### src/hdl/aabbpp_pkg.sv
// Shared widths, field offsets and types for the box pair penetration block.
// No dependencies; used by the top level, the root pipeline and the checker.
`timescale 1ns / 1ps

package aabbpp_pkg;

  // Field widths
  localparam int unsigned CENTER_W = 24;
  localparam int unsigned SIZE_W   = 23;
  localparam int unsigned DIFF_W   = CENTER_W + 1;
  localparam int unsigned SSUM_W   = SIZE_W + 1;
  localparam int unsigned PEN_W    = CENTER_W + 3;
  localparam int unsigned DEPTH_W  = 24;
  localparam int unsigned SQ_W     = 2 * DIFF_W;
  localparam int unsigned ROOT_W   = SQ_W / 2;
  localparam int unsigned REM_W    = ROOT_W + 2;
  localparam int unsigned AXES     = 3;

  // Request word layout, lowest bit first
  localparam int unsigned A_CENTER_LSB = 0;
  localparam int unsigned A_SIZE_LSB   = A_CENTER_LSB + AXES * CENTER_W;
  localparam int unsigned B_CENTER_LSB = A_SIZE_LSB + AXES * SIZE_W;
  localparam int unsigned B_SIZE_LSB   = B_CENTER_LSB + AXES * CENTER_W;
  localparam int unsigned IN_FIELDS_W  = B_SIZE_LSB + AXES * SIZE_W;
  localparam int unsigned IN_DATA_W    = ((IN_FIELDS_W + 7) / 8) * 8;

  // Result word layout, lowest bit first
  localparam int unsigned OUT_HIT_BIT     = 0;
  localparam int unsigned OUT_DEPTH_X_LSB = 1;
  localparam int unsigned OUT_DEPTH_Y_LSB = OUT_DEPTH_X_LSB + DEPTH_W;
  localparam int unsigned OUT_DEPTH_Z_LSB = OUT_DEPTH_Y_LSB + DEPTH_W;
  localparam int unsigned OUT_AXIS_LSB    = OUT_DEPTH_Z_LSB + DEPTH_W;
  localparam int unsigned OUT_NEG_BIT     = OUT_AXIS_LSB + 2;
  localparam int unsigned OUT_DIST_LSB    = OUT_NEG_BIT + 1;
  localparam int unsigned OUT_FIELDS_W    = OUT_DIST_LSB + ROOT_W;
  localparam int unsigned OUT_DATA_W      = ((OUT_FIELDS_W + 7) / 8) * 8;

  typedef enum logic [1:0] {
    AXIS_X = 2'd0,
    AXIS_Y = 2'd1,
    AXIS_Z = 2'd2
  } axis_e;

  // Result fields that ride along the square root pipeline
  typedef struct packed {
    logic               hit;
    logic [DEPTH_W-1:0] depth_x;
    logic [DEPTH_W-1:0] depth_y;
    logic [DEPTH_W-1:0] depth_z;
    axis_e              normal_axis;
    logic               normal_negative;
  } side_t;

endpackage

### src/hdl/aabbpp_sqrt.sv
// Pipelined floor square root, one root bit per stage, with side payload.
// Depends on aabbpp_pkg for widths and the side payload type.
`timescale 1ns / 1ps

module aabbpp_sqrt (
  input  logic                        clk_i,
  input  logic                        rst_ni,
  input  logic                        in_valid_i,
  output logic                        in_ready_o,
  input  logic [aabbpp_pkg::SQ_W-1:0] in_rad_i,
  input  aabbpp_pkg::side_t           in_side_i,
  output logic                        out_valid_o,
  input  logic                        out_ready_i,
  output logic [aabbpp_pkg::ROOT_W-1:0] out_root_o,
  output aabbpp_pkg::side_t           out_side_o
);

  localparam int unsigned N = aabbpp_pkg::ROOT_W;

  logic                            vld_q  [N];
  logic [aabbpp_pkg::ROOT_W-1:0]   root_q [N];
  aabbpp_pkg::side_t               side_q [N];
  logic [aabbpp_pkg::SQ_W-1:0]     rad_q  [N-1];
  logic [aabbpp_pkg::REM_W-1:0]    rem_q  [N-1];

  logic                            rdy    [N+1];

  assign rdy[N]     = out_ready_i;
  assign in_ready_o = rdy[0];

  for (genvar k = 0; k < N; k++) begin : g_stage
    logic                          vld_in;
    logic [aabbpp_pkg::SQ_W-1:0]   rad_in;
    logic [aabbpp_pkg::REM_W-1:0]  rem_in;
    logic [aabbpp_pkg::ROOT_W-1:0] root_in;
    aabbpp_pkg::side_t             side_in;
    logic [aabbpp_pkg::REM_W+1:0]  trial;
    logic [aabbpp_pkg::REM_W+1:0]  tsub;
    logic [aabbpp_pkg::REM_W+1:0]  rdiff;
    logic                          take;

    if (k == 0) begin : g_first
      assign vld_in  = in_valid_i;
      assign rad_in  = in_rad_i;
      assign rem_in  = '0;
      assign root_in = '0;
      assign side_in = in_side_i;
    end else begin : g_next
      assign vld_in  = vld_q[k-1];
      assign rad_in  = rad_q[k-1];
      assign rem_in  = rem_q[k-1];
      assign root_in = root_q[k-1];
      assign side_in = side_q[k-1];
    end

    assign rdy[k] = !vld_q[k] || rdy[k+1];

    // Bring down the next two radicand bits and try root*4+1
    always_comb begin
      trial = {rem_in, rad_in[aabbpp_pkg::SQ_W-1 -: 2]};
      tsub  = {2'b00, root_in, 2'b01};
      rdiff = trial - tsub;
      take  = (trial >= tsub);
    end

    always_ff @(posedge clk_i or negedge rst_ni) begin
      if (!rst_ni) begin
        vld_q[k] <= 1'b0;
      end else if (rdy[k]) begin
        vld_q[k] <= vld_in;
      end
    end

    always_ff @(posedge clk_i) begin
      if (rdy[k] && vld_in) begin
        root_q[k] <= {root_in[aabbpp_pkg::ROOT_W-2:0], take};
        side_q[k] <= side_in;
      end
    end

    if (k < N - 1) begin : g_carry
      logic [aabbpp_pkg::REM_W-1:0] rem_d;
      logic [aabbpp_pkg::SQ_W-1:0]  rad_d;

      assign rem_d = take ? rdiff[aabbpp_pkg::REM_W-1:0] : trial[aabbpp_pkg::REM_W-1:0];
      assign rad_d = {rad_in[aabbpp_pkg::SQ_W-3:0], 2'b00};

      always_ff @(posedge clk_i) begin
        if (rdy[k] && vld_in) begin
          rem_q[k] <= rem_d;
          rad_q[k] <= rad_d;
        end
      end
    end
  end

  assign out_valid_o = vld_q[N-1];
  assign out_root_o  = root_q[N-1];
  assign out_side_o  = side_q[N-1];

endmodule

### config.mk
export PLATFORM = sky130hd
export DESIGN_NAME = aabbpp_sqrt
export DESIGN_NICKNAME = d
export VERILOG_FILES = /design/src/hdl/aabbpp_pkg.sv /design/src/hdl/aabbpp_sqrt.sv
export SDC_FILE = /design/constraint.sdc
export NUM_CORES = 2
export LEC_CHECK = 0
export ABC_AREA = 1
export BUFFER_PORTS_ARGS = -buffer_cell sky130_fd_sc_hd__buf_4
export CORE_ASPECT_RATIO = 1.5
export CORE_MARGIN = 8
export CORE_UTILIZATION = 40
export DETAILED_ROUTE_END_ITERATION = 16
export GPL_TIMING_DRIVEN = 0
export PLACE_DENSITY = 0.53
export SYNTH_ARGS = -nofsm -noshare
export SYNTH_HDL_FRONTEND = slang
export SYNTH_MEMORY_MAX_BITS = 65536
export SYNTH_SLANG_ARGS = --single-unit
### constraint.sdc
create_clock -name clk_i -period 9.2 [get_ports clk_i]
set_input_delay 0.92 -clock clk_i [delete_from_list [all_inputs] [get_ports clk_i]]
set_output_delay 0.92 -clock clk_i [all_outputs]
set_load 0.02 [all_outputs]
## Word-level counts from Yosys, hierarchy flattened

Memory sizes are Yosys's and may differ from the RTL's.
Index checks and enable logic that the tools add are counted.

- Register bits: 25
- Memory bits (writable): 4325
- Bits of input ports: 130
- Output and inout bits: 103
- Logic and storage cells: 227
- Memories: 4

Memory list:

| memory | depth | bits a word | read ports | clocked after memory_dff | write ports | RTL line | RTL |
|---|---|---|---|---|---|---|---|
| side_q | 25 | 76 | 25 | 0 | 25 | aabbpp_sqrt.sv:22 | `aabbpp_pkg::side_t side_q [N];` |
| rad_q | 24 | 48 | 24 | 0 | 24 | aabbpp_sqrt.sv:23 | `logic [aabbpp_pkg::SQ_W-1:0] rad_q [N-1];` |
| rem_q | 24 | 27 | 24 | 0 | 24 | aabbpp_sqrt.sv:24 | `logic [aabbpp_pkg::REM_W-1:0] rem_q [N-1];` |
| root_q | 25 | 25 | 25 | 0 | 25 | aabbpp_sqrt.sv:21 | `logic [aabbpp_pkg::ROOT_W-1:0] root_q [N];` |

- $add $sub $neg: 24
- Magnitude comparators: 25
- Muxes and demuxes: 74
- Reductions and logical operators: 75

Operators with widths:

| kind | number |
|---|---|
| 29-bit by 27-bit greater-or-equal comparator with 1-bit output | 24 |
| 27-bit 2-to-1 mux | 24 |
| 27-bit subtractor | 23 |
| 1-bit 2-to-1 mux | 50 |
| 1-bit logical AND | 25 |
| 1-bit zero test | 25 |
| 1-bit logical OR | 25 |
| 2-bit by 1-bit subtractor with 3-bit output (second input constant) | 1 |
| 2-bit by 1-bit greater-or-equal comparator with 1-bit output (second input constant) | 1 |

## Logic depth before layout (Yosys ltp)

- Depth in word-level cells: 29
- Depth in mapped cells: 21
- Depth with buffers taken out: 20

## Worst setup path before layout

No wires, ideal clock.

- Kind: input to register
- Start point: input out_ready_i
- End point: memory rad_q[0][0] (netlist bit) (enable)
- Setup time: 0.657 ns
- Data arrival time: 7.937 ns
- Data required time: 8.543 ns
- Setup slack: 0.606 ns
- Stages on the path: 14
- Buffers on the path: 0
- Cell sequence: inv_1 nand4_2 nor2_2 nand4_2 nor2_4 nand4_4 nor2_4 nand4_2 nor2_4 nand4_4 nor2_4 nand4_2 nor2_2 a21oi_1

RTL lines:

| element | RTL line | RTL |
|---|---|---|
| start, declared | aabbpp_sqrt.sv:13 | `input logic out_ready_i,` |
| end, declared | aabbpp_sqrt.sv:23 |  |

## Worst setup path after layout

- Start point: register vld_q, in the netlist out_valid_o
- End point: output in_ready_o

- Longest elaborated chain between the ends: 26

Ends and longest elaborated chain:

| element | RTL line | RTL |
|---|---|---|
| start, declared | aabbpp_sqrt.sv:20 | `logic vld_q [N];` |
| start signal, assigned by index | aabbpp_sqrt.sv:70 | `vld_q[k] <= vld_in;` |
| 1-bit zero test | aabbpp_sqrt.sv:56 | `assign rdy[k] = !vld_q[k] \|\| rdy[k+1];` |
| 1-bit logical OR (25 in series) | aabbpp_sqrt.sv:56 |  |
| end, declared | aabbpp_sqrt.sv:9 | `output logic in_ready_o,` |

Every way passes these cells.

==> flow_summary.yaml <==
pwr:
  combPwrFrac: 0.189
  total_power_mw: 45.3
  powerDensity_mw_per_mm2: 300
  leakage_nw: 55.4
  p_sw_mw: 13.0
  swShare: 0.286
  clockPowerShare: 0.308
  ir_drop_uv: 167
  p_seq_frac: 0.502
  cell_internal_pwr_mw: 32.3
setup_path:
  r2r_start: "root_q[2][102]"
  r2r_end: "rem_q[2][136]"
  r2r_cells: 12
  reg2reg_slack_ns: 4.94
  crit_chain: "nand4_2 -> nor2_2 -> nand4_2 -> nor2_4 -> nand4_4 -> nor2_4 -> nand4_2 -> nor2_4 -> nand4_4 -> nor2_4 -> nand4_2 -> nor2_2 -> nand2_2 -> buf_4"
  cp.required_ns: 8.28
  cp_slowest_cell: "dfrtp_1"
  startpoint_type: "flip-flop"
  crit_path_end_kind: "primary output"
  critical_path_arrival_ns: 3.90
  critical_path_class: "flip-flop to primary output"
  cp_num_buf_inv: 1
  max_stage_delay_ns: 0.38
  crit_path_max_fanout: 4
  cp_top_family: "simple AND/OR/NAND/NOR gates"
clock_tree:
  clk_latency_ns: 0.91
  cts_tree: "done"
  hold_buffers: 1
  path_clk_slew_ns: 0.06
  clockBufferDepth: 4
  clock_sinks: 3461
  cts_root_buf: "clkbuf_16"
  cts_setup_buffers: 0
  h-tree-depth: 5
  numCtsBuffers: 342
  post_cts_resized: 0
layout:
  fillers: 28100
  layout_common_cells: "3436 x edfxtp_1, 1042 x nand2_1, 896 x inv_1"
  area_growth_syn_to_layout_pct: 15.4
  final_common_cell: "edfxtp_1"
  nets: 9501
  drive_gt1_frac: 0.107
worst_hold_path:
  hp-class: "primary input to flip-flop"
  min_from: "in_side_i[17]"
  holdPathEnd: "side_q[0][17]"
  hold_depth: 1
job:
  drv_cap: 0
place:
  hpwl_mm: 210
  dp_slack_ns: 4.51
  gp_congestion: 0.969
  io_buffers: 232
detailed_routing:
  vias: 64800
  first_pass_iters: 6
  via_per_inst: 4.77
  route.detailed.drc: 0
  drt-initial-drc-count: 3250
  routed_wl_mm: 279
  wl_per_cell_um: 20.6
  ant_nets: 0
global_route:
  grt_max_degree: 109
  track_usage: 0.159
  grt_pass1_vias: 69000
  antenna_found_initial: 25
  grt_pass1_wl_mm: 415
  grt_overflow_total: 0
synth:
  syn_nets: 8849
  synth_ff_type: "edfxtp_1"
  seq_area_frac_synth: 0.794
  syn-instance-count: 8367
  synthArstFlopShare: 0.00722
  ys_ff_latch: 3461
  yosys_warnings: 0
  synth_area_per_cell_sq_um: 15.6
  synth_edf_count: 3436
  ys_types: 73
  synth_area_sq_mm: 0.131
timing:
  finalSetupViolations: 0
  fmax_mhz: 207
  final_max_slew_viol_count: 0
  min_period_over_period: 0.524
  rsz0062_at_grt: "no"
  layout_min_cycle_time_ns: 4.82
  skew_ns: 0.0902
  timing.slew.headroom: 0.247
  layout_setup_ws_ns: 4.38
  finalSetupTns_ns: 0
  worst_pin_slew_ns: 1.12
  hold_viol_final: 0
die:
  initial_core_util: 0.401
  core-area_sq_mm: 0.326
  rows: 257
  io_pins: 233
  die_x_um: 483
  dieArea_sq_mm: 0.346
  die_y_um: 716
status:
  outcome: "finished clean"
## flip-flops by register name (all words and copies together) (netlist names)
signal / flops
root_q: 325
g_stage.vld_in: 24
out_valid_o: 1
rad_q: 600
rem_q: 611
side_q: 1900
## routing by layer
metal / up-vias / wire, um / global-route usage
met3: 686 / 8900 / 0.0214
met1: 31300 / 91800 / 0.147
met4: 0 / 18900 / 0.0925
li1: 31500 / - / -
met2: 1274 / 159000 / 0.322
met5: - / 0 / 0
## cells in the mapped netlist, drive strengths merged, types with 5 or more instances
cell type	instances	area, sq um
nor3	110	586
a211oi	10	80.1
dfrtp	25	626
nand3	157	816
o21a	23	173
and2	5	31.3
inv	923	3470
o2111ai	8	70.1
a21o	9	67.6
ha	352	4400
edfxtp	3436	103000
o211ai	20	150
clkbuf	27	104
a31oi	27	169
nand2	1048	3950
a21boi	14	120
nand4	91	631
nor2	534	2130
buf	36	223
or2	28	175
and3	6	37.5
o21ai	487	2460
xnor2	235	2060
o221ai	13	114
a21oi	364	1850
nor4	61	403
nand3b	8	60.1
o21bai	12	101
xor2	261	2290
## power groups by stage
stage	sequential (mW)	clock (mW)	combinational [mW]
final	22.7	14.0	8.58
after CTS	22.8	14.5	8.75
after detailed placement	23.1	0	8.72
after floorplan	22.8	0	5.44
after global placement	23.6	0	8.42
after global routing	23.0	15.0	9.52
## cell families after synthesis
kind of cell,synth area share
buffers and inverters,0.0290
other,0.0000287
DFF,0.794
adders and majority gates,0.0337
xor gates and xnor gates,0.0332
AOI/OAI and AO/OA,0.0427
and+or+nand+nor,0.0678
## worst max path at each step
stage | end | cells past startpoint | start
2_1_floorplan | rad_q[0][0] | 14 | out_ready_i
3_3_place_gp | rad_q[0][257] | 13 | out_ready_i
3_5_place_dp | rad_q[0][5] | 20 | out_ready_i
4_1_cts | in_ready_o | 14 | g_stage[24].vld_in
5_1_grt | in_ready_o | 14 | g_stage[24].vld_in
6_report | in_ready_o | 14 | out_valid_o
## area by class of cell
class                   instances  area [sq um]  area share
flip-flops and latches       3461        104000       0.687
multi-input cells            3919         23300       0.154
clock buffers                 406          8940      0.0592
well taps                    4273          5350      0.0354
inverters                     924          3540      0.0234
repair buffers                308          3370      0.0223
clock inverters               213          2340      0.0155
plain buffers                  63           327     0.00216
diodes                         13          32.5    0.000215
## per-stage QoR
step	cells	utilization	area (sq um)	hold WS, ns
after floorplan	8367	-	131000	0.400
after global placement	12900	0.423	138000	0.401
after detailed placement	12900	0.428	140000	0.405
after CTS	13600	0.463	151000	0.0691
after global routing	13600	0.463	151000	0.106
final	13600	0.463	151000	0.172
No activity file was read; power rests on OpenSTA's default activity.
